<file path="config.mk">
export PLATFORM = sky130hd
export DESIGN_NAME = tls_mul
export DESIGN_NICKNAME = d
export VERILOG_FILES = /design/src/hdl/tls_pkg.sv /design/src/hdl/tls_mul.sv
export SDC_FILE = /design/constraint.sdc
export NUM_CORES = 2
export LEC_CHECK = 0
export BUFFER_PORTS_ARGS = -buffer_cell sky130_fd_sc_hd__buf_4
export CAP_MARGIN = 20
export CORE_MARGIN = 4
export CORE_UTILIZATION = 60
export CTS_BUF_LIST = sky130_fd_sc_hd__clkbuf_2
export CTS_CLUSTER_DIAMETER = 200
export CTS_CLUSTER_SIZE = 12
export DETAILED_ROUTE_END_ITERATION = 8
export PLACE_DENSITY = 0.79
export SLEW_MARGIN = 10
export SYNTH_ARGS = -nofsm -noshare
export SYNTH_HDL_FRONTEND = slang
export SYNTH_SLANG_ARGS = --single-unit
</file>
<file path="constraint.sdc">
create_clock -name clk_i -period 13.3 [get_ports clk_i]
set_input_delay 3.99 -clock clk_i [delete_from_list [all_inputs] [get_ports clk_i]]
set_output_delay 3.99 -clock clk_i [all_outputs]
set_load 0.02 [all_outputs]
</file>
<file path="src/hdl/tls_pkg.sv">
package tls_pkg;

  localparam int unsigned DataW = 32;
  localparam int unsigned PosW  = 6;
  localparam int unsigned LenW  = 7;
  localparam int unsigned CfgAddrW = 2;

  localparam logic [CfgAddrW-1:0] CfgDiag    = 2'd0;
  localparam logic [CfgAddrW-1:0] CfgOffdiag = 2'd1;
  localparam logic [CfgAddrW-1:0] CfgLength  = 2'd2;

  localparam logic signed [65:0] SatMax = 66'sd2147483647;
  localparam logic signed [65:0] SatMin = -66'sd2147483648;

  typedef struct packed {
    logic                    sat;
    logic signed [DataW-1:0] val;
  } sat_t;

  typedef struct packed {
    logic done;
    sat_t q;
  } div_res_t;

  typedef struct packed {
    logic             re;
    logic [PosW-1:0]  raddr;
    logic             we_upper;
    logic             we_rhs;
    logic [PosW-1:0]  waddr;
    logic [DataW-1:0] wdata_upper;
    logic [DataW-1:0] wdata_rhs;
  } mem_req_t;

  typedef enum logic [3:0] {
    S_IDLE,
    S_MUL_C,
    S_MUL_D,
    S_SUB_D,
    S_DIV_START,
    S_DIV_WAIT,
    S_BK_RD,
    S_BK_MUL,
    S_BK_SUB,
    S_EM_RD,
    S_EM_LOAD,
    S_EM_HOLD
  } state_e;

  function automatic sat_t sat32(input logic signed [65:0] v);
    sat_t r;
    if (v > SatMax) begin
      r.sat = 1'b1;
      r.val = 32'sh7fffffff;
    end else if (v < SatMin) begin
      r.sat = 1'b1;
      r.val = 32'sh80000000;
    end else begin
      r.sat = 1'b0;
      r.val = v[31:0];
    end
    return r;
  endfunction

endpackage

</file>
<file path="src/hdl/tls_mul.sv">
module tls_mul #(
  parameter int unsigned FRAC_BITS = 16
) (
  input  logic               clk_i,
  input  logic signed [31:0] a_i,
  input  logic signed [31:0] b_i,
  output tls_pkg::sat_t      res_o
);

  logic signed [63:0] prod_q;
  logic [63:0]        mag;
  logic [63:0]        shifted;
  logic signed [65:0] wide;

  always_ff @(posedge clk_i) begin
    prod_q <= a_i * b_i;
  end

  always_comb begin
    mag     = prod_q[63] ? (64'd0 - prod_q) : prod_q;
    shifted = mag >> FRAC_BITS;
    wide    = 66'(shifted);
    if (prod_q[63]) begin
      wide = -wide;
    end
    res_o = tls_pkg::sat32(wide);
  end

endmodule

</file>
==> results.yml <==
yosys:
  ys_top_cells_by_count: "fa_1, inv_1, nand2_1, and2_1, clkbuf_1"
  synth_ff_type: "dfxtp_1"
  yosys_warnings: 0
  ys_seq_area_share_pct: 3.177
  synth_cell_types: 87
  post-synth-top-count-cell: "fa_1"
  async_flop_share_pct: 0
  synth_area_leaders: "fa_1, inv_1, and2_1, ha_1, nand2_1"
  synth_area_leader_cell: "fa_1"
  syn_nets: 5658
  synth_edf_count: 0
  synth_area_per_cell_um2: 9.323
  syn_inst: 4326
  synth_area_um2: 40330
  yosysTopAreaCellShare_pct: 53.71
  synth-seq-cells: 64
setup_path:
  crit_path_cell_trace: "buf_4, nand2_1, fa_1, fa_1, fa_1, fa_1, fa_1, inv_1, fa_1, fa_1, fa_1, ha_1, a21oi_1, o21ai_0, a2111oi_0, o21bai_1, a22oi_1, o21ai_0, a31oi_1, o21ai_0, a221o_1, a41oi_1, o21bai_1, xor2_1"
  cp_common_cell: "fa_1"
  cpPeakStageDelay_ps: 580
  crit_required_ps: 13760
  start_kind: "primary input"
  critPathCaptureType: "flop"
  cp_data_arrival_time_ps: 12230
  crit_slowest_cell: "fa_1"
  critPathKind: "primary input to flop"
  path_max_fanout: 32
floorplan:
  core-area_um2: 66220
  ios: 98
  die_h_um: 267.3
  initial_utilization_pct: 60.91
  row_count: 94
  die_area_um2: 71430
  die_w_um: 267.3
timing:
  post-route-period-util_pct: 88.49
  slew_headroom_pct: 50.52
  rsz0062_at_grt: "no"
  maxSlewViolCount: 0
  finalCriticalPeriod_ps: 11770
  tightest_slew_ps: 741.5
  timing.fmax_mhz: 84.97
  finalSetupTns_ps: 0
  setup_violations: 0
  hold_viol_final: 0
outcome:
  outcome: "finished, final reports clean"
global_route:
  grt_pass1_vias: 33041
  antenna_found_initial: 6
  overflow: 0
  grt_pass1_wl_um: 174300
  gr-usage-all-layers_pct: 31.42
  grt_start_max_net_pins: 57
detailed_routing:
  wl_per_cell_um: 20.86
  vias: 29362
  drt_iter0_markers: 1949
  wl_um: 106100
  vias_per_cell: 5.775
  drc: 0
  drt_pre_antenna_iters: 5
  antenna_left: 0
cells_and_area:
  areaGrowthSynthToFinish_pct: 2.805
  nets: 5543
  nFillCells: 5457
  top_register: "prod_q"
  largestRegisters: "prod_q (64)"
  register_area_um2: 1282
  largest_register_ffs: 64
  postLayoutCoreUtil_pct: 62.62
  drive_gt1_share_pct: 4.483
  multiInputGateArea_um2: 34450
place:
  hpwl_um: 84600
  routabilityCongestion: 0.9446
  port_buffers: 97
cts:
  htreeDepth: 3
  clock-sinks: 64
  postCtsSetupBuffers: 0
  numCtsBuffers: 9
  ctsResizeCount: 0
  hold_buffers: 0
  clkTransAtPathRegs_ps: 190
  root_buffer: "clkbuf_2"
  tritoncts: "yes"
  cts_max_path_buffers: 2
hold_path:
  hold_depth: 2
  hold_class: "primary input to flop"
flow_run:
  maxCapViolations: 0
## kinds of logic (layout without fill, tap and decap cells)
group | Yosys count | in the layout | share of synthesized area [%]
and+or+nand+nor | 1356 | 1356 | 17.45
buffers and inverters | 1217 | 1107 | 11.43
muxes | 13 | 13 | 0.3289
DFF | 64 | 64 | 3.177
other | 0 | 4 | 0
adders and majority gates | 1267 | 1267 | 59.45
xor gates and xnor gates | 125 | 125 | 2.752
AOI/OAI and AO/OA | 284 | 284 | 5.420
## cells in the final DEF (no fill, tap or decap), types with 8 or more instances in the layout
master	n
mux2i_1	11
buf_4	107
and3_1	14
a21oi_1	67
nand4_1	21
o31ai_1	10
xnor2_1	77
nor2_1	76
and2_1	529
a21o_1	36
o21bai_1	15
clkbuf_2	10
nor4_1	9
o221ai_2	27
nand2b_1	40
or3_1	10
dfxtp_1	63
ha_1	185
a211oi_1	10
inv_1	982
or4_1	9
and4_1	8
nand3_1	37
nand2_1	532
nor3_1	31
xor2_1	46
fa_1	1082
o21ai_0	47
## through the flow
| stage | instances | hold slack (ps) | instance area (µm²) | worst slack, ps |
|---|---|---|---|---|
| after floorplan | 4326 | 4117 | 40330 | 1998 |
| after global placement | 5063 | 4488 | 41300 | 1292 |
| after detailed placement | 5063 | 4497 | 41300 | 1085 |
| after CTS | 5079 | 3858 | 41440 | 1719 |
| after global routing | 5084 | 3839 | 41460 | 1352 |
| final | 5084 | 3914 | 41460 | 1531 |
## worst paths after layout
kind              startpoint                  to  slack [ps]
setup / recovery     a_i[16]  prod_q[51]$_DFF_P_        1530
hold / removal        a_i[0]   prod_q[0]$_DFF_P_        3910
## layer usage
layer  up-vias  wire length (µm)  GRT usage (%)
met4         2              8299          19.70
li1      12462                 -              -
met1     15065             38130          38.07
met2      1404             51990          53.19
met5         -                13              0
met3       429              7631          4.685
## critical path: cells and delay by family
| family | cells | cell delay [ps] |
|---|---|---|
| adders and majority gates | 9 | 4470 |
| AOI/OAI and AO/OA | 11 | 3030 |
| buffers and inverters | 2 | 450 |
| and+or+nand+nor | 1 | 140 |
| xor gates and xnor gates | 1 | 140 |
## final cells by class
cell class	instances	area share, %
Timing Repair Buffer	108	1.974
Antenna cell	4	0.02414
Sequential cell	64	3.093
Clock buffer	10	0.1207
Tap cell	864	2.607
Multi-Input combinational cell	3045	83.08
Inverter	983	8.899
Clock inverter	6	0.2022
Power is not shown: default switching activity piles up to over one toggle a cycle in this logic, so the estimate is an artifact.
