===== config.mk =====
export PLATFORM = sky130hd
export DESIGN_NAME = tls_store
export DESIGN_NICKNAME = d
export VERILOG_FILES = /design/src/hdl/tls_pkg.sv /design/src/hdl/tls_store.sv
export SDC_FILE = /design/constraint.sdc
export NUM_CORES = 2
export LEC_CHECK = 0
export BUFFER_PORTS_ARGS = -buffer_cell sky130_fd_sc_hd__buf_2
export CAP_MARGIN = 0
export CELL_PAD_IN_SITES_DETAIL_PLACEMENT = 0
export CELL_PAD_IN_SITES_GLOBAL_PLACEMENT = 1
export CORE_MARGIN = 8
export CORE_UTILIZATION = 60
export DETAILED_ROUTE_END_ITERATION = 8
export GPL_TIMING_DRIVEN = 0
export PLACE_DENSITY_LB_ADDON = 0.1
export SLEW_MARGIN = 15
export SYNTH_ARGS = -nofsm -noshare
export SYNTH_HDL_FRONTEND = slang
export SYNTH_SLANG_ARGS = --single-unit

===== constraint.sdc =====
create_clock -name clk_i -period 7.08 [get_ports clk_i]
set_input_delay 0.354 -clock clk_i [delete_from_list [all_inputs] [get_ports clk_i]]
set_output_delay 0.354 -clock clk_i [all_outputs]
set_load 0.02 [all_outputs]

===== src/hdl/tls_pkg.sv =====
package tls_pkg;

  localparam int unsigned DataW = 32;
  localparam int unsigned PosW  = 6;
  localparam int unsigned LenW  = 7;
  localparam int unsigned CfgAddrW = 2;

  localparam logic [CfgAddrW-1:0] CfgDiag    = 2'd0;
  localparam logic [CfgAddrW-1:0] CfgOffdiag = 2'd1;
  localparam logic [CfgAddrW-1:0] CfgLength  = 2'd2;

  localparam logic signed [65:0] SatMax = 66'sd2147483647;
  localparam logic signed [65:0] SatMin = -66'sd2147483648;

  typedef struct packed {
    logic                    sat;
    logic signed [DataW-1:0] val;
  } sat_t;

  typedef struct packed {
    logic done;
    sat_t q;
  } div_res_t;

  typedef struct packed {
    logic             re;
    logic [PosW-1:0]  raddr;
    logic             we_upper;
    logic             we_rhs;
    logic [PosW-1:0]  waddr;
    logic [DataW-1:0] wdata_upper;
    logic [DataW-1:0] wdata_rhs;
  } mem_req_t;

  typedef enum logic [3:0] {
    S_IDLE,
    S_MUL_C,
    S_MUL_D,
    S_SUB_D,
    S_DIV_START,
    S_DIV_WAIT,
    S_BK_RD,
    S_BK_MUL,
    S_BK_SUB,
    S_EM_RD,
    S_EM_LOAD,
    S_EM_HOLD
  } state_e;

  function automatic sat_t sat32(input logic signed [65:0] v);
    sat_t r;
    if (v > SatMax) begin
      r.sat = 1'b1;
      r.val = 32'sh7fffffff;
    end else if (v < SatMin) begin
      r.sat = 1'b1;
      r.val = 32'sh80000000;
    end else begin
      r.sat = 1'b0;
      r.val = v[31:0];
    end
    return r;
  endfunction

endpackage


===== src/hdl/tls_store.sv =====
module tls_store #(
  parameter int unsigned MAX_LEN = 64
) (
  input  logic                clk_i,
  input  tls_pkg::mem_req_t   req_i,
  output logic [31:0]         rd_upper_o,
  output logic [31:0]         rd_rhs_o
);

  localparam int unsigned AW = (MAX_LEN > 1) ? $clog2(MAX_LEN) : 1;

  logic [31:0] upper_mem [MAX_LEN];
  logic [31:0] rhs_mem   [MAX_LEN];

  always_ff @(posedge clk_i) begin
    if (req_i.we_upper) begin
      upper_mem[req_i.waddr[AW-1:0]] <= req_i.wdata_upper;
    end
    if (req_i.re) begin
      rd_upper_o <= upper_mem[req_i.raddr[AW-1:0]];
    end
  end

  always_ff @(posedge clk_i) begin
    if (req_i.we_rhs) begin
      rhs_mem[req_i.waddr[AW-1:0]] <= req_i.wdata_rhs;
    end
    if (req_i.re) begin
      rd_rhs_o <= rhs_mem[req_i.raddr[AW-1:0]];
    end
  end

endmodule


==> metrics.md <==
| Metric | Value |
|---|---|
| Status | `finished with violations` |
| Utilization after layout | `69.8%` |
| IO Count | `144` |
| Max Cap Viol | `0` |
| Dominant cell type by area after synthesis | `edfxtp_1` |
| Number of global-route vias before repair | `79154` |
| First drt pass iteration count | `8` |
| Yosys warnings | `0` |
| Hold Crit Class | `in2reg` |
| Hold path startpoint | `req_i[42]` |
| Pwr Density | `285 mW/mm²` |
| Peak Freq | `247 MHz` |
| WS Path Type | `in2reg` |
| Worst reg2reg path depth | `4` |
| Yosys top cell area share | `79.7%` |
| Clk root buf | `clkbuf_16` |
| Clock transition at path regs | `60 ps` |
| Leak | `0.0566 µW` |
| CP arrival | `4620 ps` |
| Max-slew violation count | `0` |
| CTS buffer count | `407` |
| CP Max Fanout | `10` |
| Syn_area_per_cell | `23.7 µm²` |
| Period minus WS final | `4040 ps` |
| All-Layer GR Usage | `35.9%` |
| M1 GR Usage | `47.9%` |
| Final period util | `57.1%` |
| Initial antenna violation count | `44` |
| Routed vias/inst | `7.37` |
| Final Skew | `57.7 ps` |
| Top-count cell post-synth | `edfxtp_1` |
| Min Hold Slack | `-2.05 ps` |
| Die area | `0.278 mm²` |
| Final non-filler cell area | `0.181 mm²` |
| Die Height | `527 µm` |
| Post-synth ARST share | `0%` |
| TritonCTS clock tree | `built` |
| Failing checks | `design-rule violations, negative hold slack` |
| Clock latency on the worst-skew pair | `930 ps` |
| GRT overflow | `0` |
| GR peak layer | `met2` |
| Peak VDD IR | `0.259 mV` |
| Routed len/inst | `45.3 µm` |
| Hold Path Stages | `1` |
| Die W | `527 µm` |
| Synth Cell Area | `0.157 mm²` |
| DRC | `2` |
| M3 GR Usage | `9.56%` |
| Top cells by area, synth | `edfxtp_1 80%, mux4_2 15%, a22oi_1 1.2%` |
| Syn Inst Count | `6613` |
| Starting Density | `60.3%` |
| FF+latch count, synth | `4160` |
| Clk sinks | `4160` |
| Reg2reg start | `upper_mem[23][30]$_DFFE_PP_` |
| Post-DP HPWL | `334000 µm` |
| Antenna-violating nets left | `0` |
| Finished Layout Cells | `11150` |
| Startpoint class of the critical path | `primary input` |
| Setup TNS | `0 ps` |
| Total power draw | `51600 µW` |
| Area delta synth->final | `15.7%` |
| Sequential share of the synthesized area | `79.7%` |
| GR met2 Demand/Resource | `54.1%` |
| CP endpoint kind | `flip-flop` |
| Hold worst-path end | `upper_mem[27][10]$_DFFE_PP_` |
| IO buf count | `133` |
| Initial DRC count | `14981` |
| Post-CTS setup repair buffer count | `0` |
| Core area | `0.260 mm²` |
| Largest net degree at the start of global routing | `65` |
| EDFF count, synth | `4160` |
| Ys flop type | `edfxtp_1` |
| Reg2Reg Setup Slack | `4620 ps` |
| Num rows | `187` |
| Inst Count DP | `10388` |
| Headroom to the max-slew limit | `8.61%` |
| Via Count | `82227` |
| RePlAce Congestion | `0.878` |
| Syn Nets | `6693` |
| # setup viols final | `0` |
| Leading post-synthesis cells by instance count | `4160 x edfxtp_1, 1022 x mux4_2, 256 x a22oi_1` |
| CTS Hold Bufs | `4` |
| Final hold vios | `4` |
| Slew at the pin closest to its max-slew limit | `1370 ps` |
| Critical Path RT | `7660 ps` |
| Final nets | `7485` |
| Count of cell types in the netlist | `31` |
| Post-CTS Resized | `0` |
| First-pass GRT wire length | `673000 µm` |
| Placed Area | `0.168 mm²` |
| RSZ-0062 raised after global routing | `false` |
| CTS Buffer Depth | `4` |
| Share of cells above drive strength 1 | `29.9%` |
| Post-Route WL | `505000 µm` |
| H-tree depth | `5` |
| R2R Path End | `rd_upper_o[30]$_DFFE_PP_` |
==> cell usage in the layout (no fill, tap or decap), types with 26 or more instances in the layout <==
master and n:
mux2i_1 69, clkbuf_1 231, buf_2 236, nor2_4 128
clkbuf_2 26, a22oi_1 256, buf_12 140, o22ai_1 93
nand3b_1 40, clkinv_2 77, o211a_1 64, nor2_1 68
buf_16 95, clkinv_1 88, nand3_1 100, buf_4 70
clkbuf_16 413, buf_1 36, edfxtp_1 4160, a21oi_1 33
mux4_2 1022, bufinv_16 38, o221ai_1 96
==> per-stage QoR <==
step	hold slack, ps	setup slack, ps
after floorplan	453	3860
after global placement	802	832
after detailed placement	790	2300
after CTS	20.6	3240
after global routing	8.95	3250
final	-2.05	3040
==> final cells by class <==
class / count / area, µm²
Multi-Input combinational cell: 2054 / 31000
Antenna cell: 20 / 50.0
Fill cell: 15383 / 78400
Timing Repair Buffer: 383 / 6330
Tap cell: 3402 / 4260
Inverter: 13 / 48.8
Sequential cell: 4160 / 125000
Clock inverter: 240 / 2290
Clock buffer: 492 / 10600
Buffer: 386 / 1780
==> flip-flops by register name, indices dropped and copies added (netlist names) <==
signal and count:
rd_rhs_o 32, rd_upper_o 32, rhs_mem 2048, upper_mem 2048
==> how the worst max path moves through the flow <==
stage	from	endpoint	slack (ps)	depth (start not counted)
global placement	req_i[64]	upper_mem[17][18]$_DFFE_PP_	830	6
floorplan	req_i[65]	upper_mem[42][0]$_DFFE_PP_	3860	6
global route	req_i[75]	rd_rhs_o[20]$_DFFE_PP_	3250	8
finish	req_i[75]	rd_rhs_o[20]$_DFFE_PP_	3040	8
detailed placement	req_i[75]	rd_rhs_o[20]$_DFFE_PP_	2300	8
CTS	req_i[75]	rd_rhs_o[20]$_DFFE_PP_	3240	8
==> power breakdown <==
group          internal (µW)  leakage (µW)  switching (µW)
clock network          12100       0.00631            9230
registers              27300        0.0375            51.9
logic                    888        0.0128            2020
total                  40300        0.0566           11300
==> critical path, stage by stage <==
cell	delay [ps]
buf_2	260
clkbuf_1	500
buf_2	610
inv_1	260
nor2_1	690
clkbuf_1	920
a211oi_2	480
o211a_1	510
==> per-layer routing <==
layer	wire length [µm]	up-vias
met2	229000	6982
met1	171000	43565
li1	-	30330
met3	65800	1336
met4	38200	14
met5	93	-
==> logic make-up after synthesis <==
kind of cell | Yosys count | share of synthesized area [%]
AOI/OAI and AO/OA | 576 | 2.82
buffers and inverters | 399 | 1.14
DFF | 4160 | 79.7
muxes | 1092 | 15.1
and+or+nand+nor | 386 | 1.16
Note: power is estimated with default switching activity, not from simulation.
