$ cat src/hdl/tls_pkg.sv
package tls_pkg;

  localparam int unsigned DataW = 32;
  localparam int unsigned PosW  = 6;
  localparam int unsigned LenW  = 7;
  localparam int unsigned CfgAddrW = 2;

  localparam logic [CfgAddrW-1:0] CfgDiag    = 2'd0;
  localparam logic [CfgAddrW-1:0] CfgOffdiag = 2'd1;
  localparam logic [CfgAddrW-1:0] CfgLength  = 2'd2;

  localparam logic signed [65:0] SatMax = 66'sd2147483647;
  localparam logic signed [65:0] SatMin = -66'sd2147483648;

  typedef struct packed {
    logic                    sat;
    logic signed [DataW-1:0] val;
  } sat_t;

  typedef struct packed {
    logic done;
    sat_t q;
  } div_res_t;

  typedef struct packed {
    logic             re;
    logic [PosW-1:0]  raddr;
    logic             we_upper;
    logic             we_rhs;
    logic [PosW-1:0]  waddr;
    logic [DataW-1:0] wdata_upper;
    logic [DataW-1:0] wdata_rhs;
  } mem_req_t;

  typedef enum logic [3:0] {
    S_IDLE,
    S_MUL_C,
    S_MUL_D,
    S_SUB_D,
    S_DIV_START,
    S_DIV_WAIT,
    S_BK_RD,
    S_BK_MUL,
    S_BK_SUB,
    S_EM_RD,
    S_EM_LOAD,
    S_EM_HOLD
  } state_e;

  function automatic sat_t sat32(input logic signed [65:0] v);
    sat_t r;
    if (v > SatMax) begin
      r.sat = 1'b1;
      r.val = 32'sh7fffffff;
    end else if (v < SatMin) begin
      r.sat = 1'b1;
      r.val = 32'sh80000000;
    end else begin
      r.sat = 1'b0;
      r.val = v[31:0];
    end
    return r;
  endfunction

endpackage

$ cat src/hdl/tls_div.sv
module tls_div #(
  parameter int unsigned FRAC_BITS = 16
) (
  input  logic                clk_i,
  input  logic                rst_ni,
  input  logic                start_i,
  input  logic signed [31:0]  num_i,
  input  logic signed [31:0]  den_i,
  output tls_pkg::div_res_t   res_o
);

  localparam int unsigned NW = 32 + FRAC_BITS;
  localparam int unsigned CW = $clog2(NW + 1);

  logic          busy_q;
  logic          done_q;
  logic [CW-1:0] cnt_q;
  logic [31:0]   rem_q;
  logic [NW-1:0] quo_q;
  logic [31:0]   dmag_q;
  logic          neg_q;
  logic          zero_q;
  logic          npos_q;
  logic          nneg_q;
  logic [32:0]   trial;
  logic          fits;
  logic [31:0]   nmag;
  logic [31:0]   dmag;
  logic signed [65:0] wide;

  assign nmag  = num_i[31] ? (32'd0 - num_i) : num_i;
  assign dmag  = den_i[31] ? (32'd0 - den_i) : den_i;
  assign trial = {rem_q, quo_q[NW-1]};
  assign fits  = trial >= {1'b0, dmag_q};

  always_ff @(posedge clk_i or negedge rst_ni) begin
    if (!rst_ni) begin
      busy_q <= 1'b0;
      done_q <= 1'b0;
      cnt_q  <= '0;
    end else begin
      done_q <= 1'b0;
      if (start_i) begin
        busy_q <= 1'b1;
        cnt_q  <= CW'(NW);
      end else if (busy_q) begin
        cnt_q <= cnt_q - 1'b1;
        if (cnt_q == CW'(1)) begin
          busy_q <= 1'b0;
          done_q <= 1'b1;
        end
      end
    end
  end

  always_ff @(posedge clk_i) begin
    if (start_i) begin
      rem_q  <= '0;
      quo_q  <= {nmag, {FRAC_BITS{1'b0}}};
      dmag_q <= dmag;
      neg_q  <= num_i[31] ^ den_i[31];
      zero_q <= den_i == 32'sd0;
      npos_q <= num_i > 32'sd0;
      nneg_q <= num_i[31];
    end else if (busy_q) begin
      rem_q <= fits ? 32'(trial - {1'b0, dmag_q}) : trial[31:0];
      quo_q <= {quo_q[NW-2:0], fits};
    end
  end

  always_comb begin
    wide = 66'(quo_q);
    if (neg_q) begin
      wide = -wide;
    end
    res_o.done = done_q;
    res_o.q    = tls_pkg::sat32(wide);
    if (zero_q) begin
      res_o.q.sat = 1'b1;
      if (npos_q) begin
        res_o.q.val = 32'sh7fffffff;
      end else if (nneg_q) begin
        res_o.q.val = 32'sh80000000;
      end else begin
        res_o.q.val = 32'sd0;
      end
    end
  end

endmodule
$ cat config.mk
export PLATFORM = sky130hd
export DESIGN_NAME = tls_div
export DESIGN_NICKNAME = d
export VERILOG_FILES = /design/src/hdl/tls_pkg.sv /design/src/hdl/tls_div.sv
export SDC_FILE = /design/constraint.sdc
export NUM_CORES = 1
export LEC_CHECK = 0
export CAP_MARGIN = 20
export CORE_MARGIN = 2
export CORE_UTILIZATION = 40
export DETAILED_ROUTE_END_ITERATION = 10
export DONT_BUFFER_PORTS = 1
export GPL_TIMING_DRIVEN = 0
export PLACE_DENSITY = 0.65
export SETUP_SLACK_MARGIN = 0.1
export SYNTH_ARGS = -nofsm -noshare
export SYNTH_HDL_FRONTEND = slang
export SYNTH_SLANG_ARGS = --single-unit
$ cat constraint.sdc
create_clock -name clk_i -period 8.7 [get_ports clk_i]
set_clock_uncertainty 0.05 [all_clocks]
set_input_delay 1.305 -clock clk_i [delete_from_list [all_inputs] [get_ports clk_i]]
set_output_delay 1.305 -clock clk_i [all_outputs]
set_load 0.02 [all_outputs]
==> qor.csv <==
metric;value;unit
wl;24600;um
yosysSeqAreaShare;33.7;%
core-area;23400;um^2
dp_slack;2.68;ns
remaining_drc_errors;0;
grt_use_total;20.0;%
async_flop_share;6.45;%
worst_slack;2.21;ns
yosys.area.top_type;edfxtp_1;
slew_headroom;33.2;%
setup_tns;0;ns
cts.sinks;124;
period_needed;6.49;ns
regToRegEndpoint;rem_q[8]$_SDFFE_PP0P_;
wire_per_inst;17.5;um
p_leak;4.26;nW
ys_types;74;
synth_nets;1158;
synth-main-ff-cell;edfxtp_1;
fp.dieW;158;um
clk_pin_slew;0.06;ns
final_design_area_no_fill;10500;um^2
power-per-cell-area;256;nW/um^2
clock-root-buffer;clkbuf_16;
slew_viol_final;0;
drt_iter0_drc;603;
end_kind;output pin;
synth_cells;1053;
syn_area;9510;um^2
rsz0062_at_grt;no;
required;7.34;ns
post_cts_buffers;0;
hold_viol;0;
irDropWorstVdd;128;uV
ys_seq_elements;124;
holdPathEnd;rem_q[9]$_SDFFE_PP0P_;
numCtsBuffers;17;
vias;7925;
grt_pass1_wl;39300;um
use_met2;32.3;%
cts_tree;yes;
yosys.area.top_type_share;21.5;%
clock_path_buffers;2;
reg2reg_setup_slack;4.61;ns
synth_area_leaders;edfxtp_1 (21%), dfxtp_1 (10%), xnor2_1 (7.7%), ha_1 (4.9%), mux2i_1 (4.2%);
use_met1;26.5;%
final_core_util;44.8;%
antenna_cells;0;
hpwl;18900;um
holdBufCountCts;0;
synth_edf_count;68;
ff2ff_path_depth;12;
min_path_type;reg2reg;
vias_per_cell;5.64;
placed_cell_area;9930;um^2
crit_fanout;10;
grtUsageMet3;4.74;%
worst_slew_pin_slew;0.991;ns
status;finished, final reports clean;
gr-total-overflow;0;
clock_latency;0.43;ns
crit_arrival;5.13;ns
postRouteAntennaNets;0;
nets;1178;
drv_cap;0;
synth_area_per_cell;9.03;um^2
chipHeight;158;um
grt_pass1_vias;7606;
cp-start-kind;flop;
syn_to_final_growth;10.2;%
ys_warn_count;0;
worst_hold_path.num_cells;2;
whs;0.438;ns
grt.busiest_layer;met2;
gp_congestion;0.920;
reg2reg_from;dmag_q[10]$_DFFE_PP_;
crit_start;quo_q[17]$_DFFE_PP_;
fp.dieArea;25000;um^2
grt_start_max_net_pins;43;
min_from;rem_q[9]$_SDFFE_PP0P_;
post_cts_resized;0;
grt_antenna_before_repair;0;
finalSetupViolCount;0;
io_pins;101;
clock.fmax;0.154;GHz
drtPass1Iterations;5;
period_share;74.6;%
portBuffers;0;
cts.htree.levels;4;
core.rowCount;56;
worstSetupPathType;reg2out;
start_util;40.6;%
drive_gt1_share;8.20;%
[cells by family (layout without fill, tap and decap cells)]
kind of cell	after synthesis	after routing	share of synthesized area, %
AOI/OAI and AO/OA	299	299	22.6
xor gates and xnor gates	129	129	11.9
adders and majority gates	38	38	5.08
buffers and inverters	115	148	5.22
DFF	124	124	33.7
muxes	40	40	4.21
and+or+nand+nor	308	308	17.3
[critical path, stage by stage, from the launching register on]
cell	delay [ns]
edfxtp_1	0.49
or4_4	0.54
or4b_4	0.53
or4_1	0.51
clkbuf_1	0.22
o31ai_1	0.28
xor2_1	0.13
or4b_1	0.53
a211oi_1	0.26
a41oi_1	0.33
buf_2	0.32
o21ai_0	0.56
[cell usage in the layout, fill, tap and decap left out, drive strengths merged, types with 9 or more instances in the layout]
cell type,Yosys,final
o21ai,101,101
xnor2,84,84
nand2,78,78
edfxtp,68,68
clkbuf,49,68
nor2,65,65
inv,52,56
dfxtp,48,48
xor2,45,45
mux2i,40,40
ha,37,37
a22o,31,31
o31ai,30,30
a21oi,30,30
a211oi,27,27
nand2b,23,23
nand3,19,19
a21o,18,18
or3,17,17
or4,17,17
nor3,15,15
buf,14,15
o41ai,13,13
nor4,13,13
nand4,11,11
clkinv,0,9
[through the flow]
| step | power (mW) | std cells |
|---|---|---|
| after floorplan | 1.77 | 1053 |
| after global placement | 2.00 | 1372 |
| after detailed placement | 2.02 | 1373 |
| after CTS | 2.68 | 1405 |
| after global routing | 2.85 | 1405 |
| final | 2.68 | 1405 |
[flip-flops by register name, summed over array words and instances, names as in the netlist]
signal  cells
quo_q      48
dmag_q     32
rem_q      32
cnt_q       6
busy_q      1
done_q      1
neg_q       1
nneg_q      1
npos_q      1
zero_q      1
[worst max-delay path by stage]
stage                     slack, ns        to
after floorplan                3.20  res_o[0]
after global placement         2.70  res_o[0]
after detailed placement       2.68  res_o[0]
after CTS                      2.23  res_o[0]
after global routing           1.84  res_o[0]
final                          2.21  res_o[0]
[cell type report]
type | count | area [um^2]
plain buffers | 63 | 302
clock buffers | 19 | 453
clock inverters | 13 | 90.1
fillers | 2336 | 12900
inverters | 52 | 195
multi-input cells | 814 | 5810
flip-flops and latches | 124 | 3200
well taps | 319 | 399
repair buffers | 1 | 27.5
[Yosys cell counts, types with 14 or more instances]
cell      count
ha_1         37
dfxtp_1      48
nand3_1      19
o21ai_0      71
nor2_1       65
edfxtp_1     68
nand2b_1     23
nor3_1       15
a22o_1       31
a211oi_1     27
or4_1        14
inv_1        52
o21ai_2      30
clkbuf_1     48
nand2_1      78
a21o_1       18
o31ai_1      30
xor2_1       45
or3_1        16
a21oi_1      30
xnor2_1      84
mux2i_1      40
[per-layer routing]
metal | up-vias | part of all wire (%) | wire length [um]
li1 | 3956 | - | -
met1 | 3684 | 47 | 11400
met4 | 0 | 1.8 | 430
met3 | 31 | 6.8 | 1670
met5 | - | 0 | 0
met2 | 254 | 45 | 11000
[power breakdown]
part / switching, mW / internal, mW
combinational: 0.681 / 0.493
clock: 0.278 / 0.379
sequential: 0.108 / 0.739
Note: power is estimated with default switching activity, not from simulation.
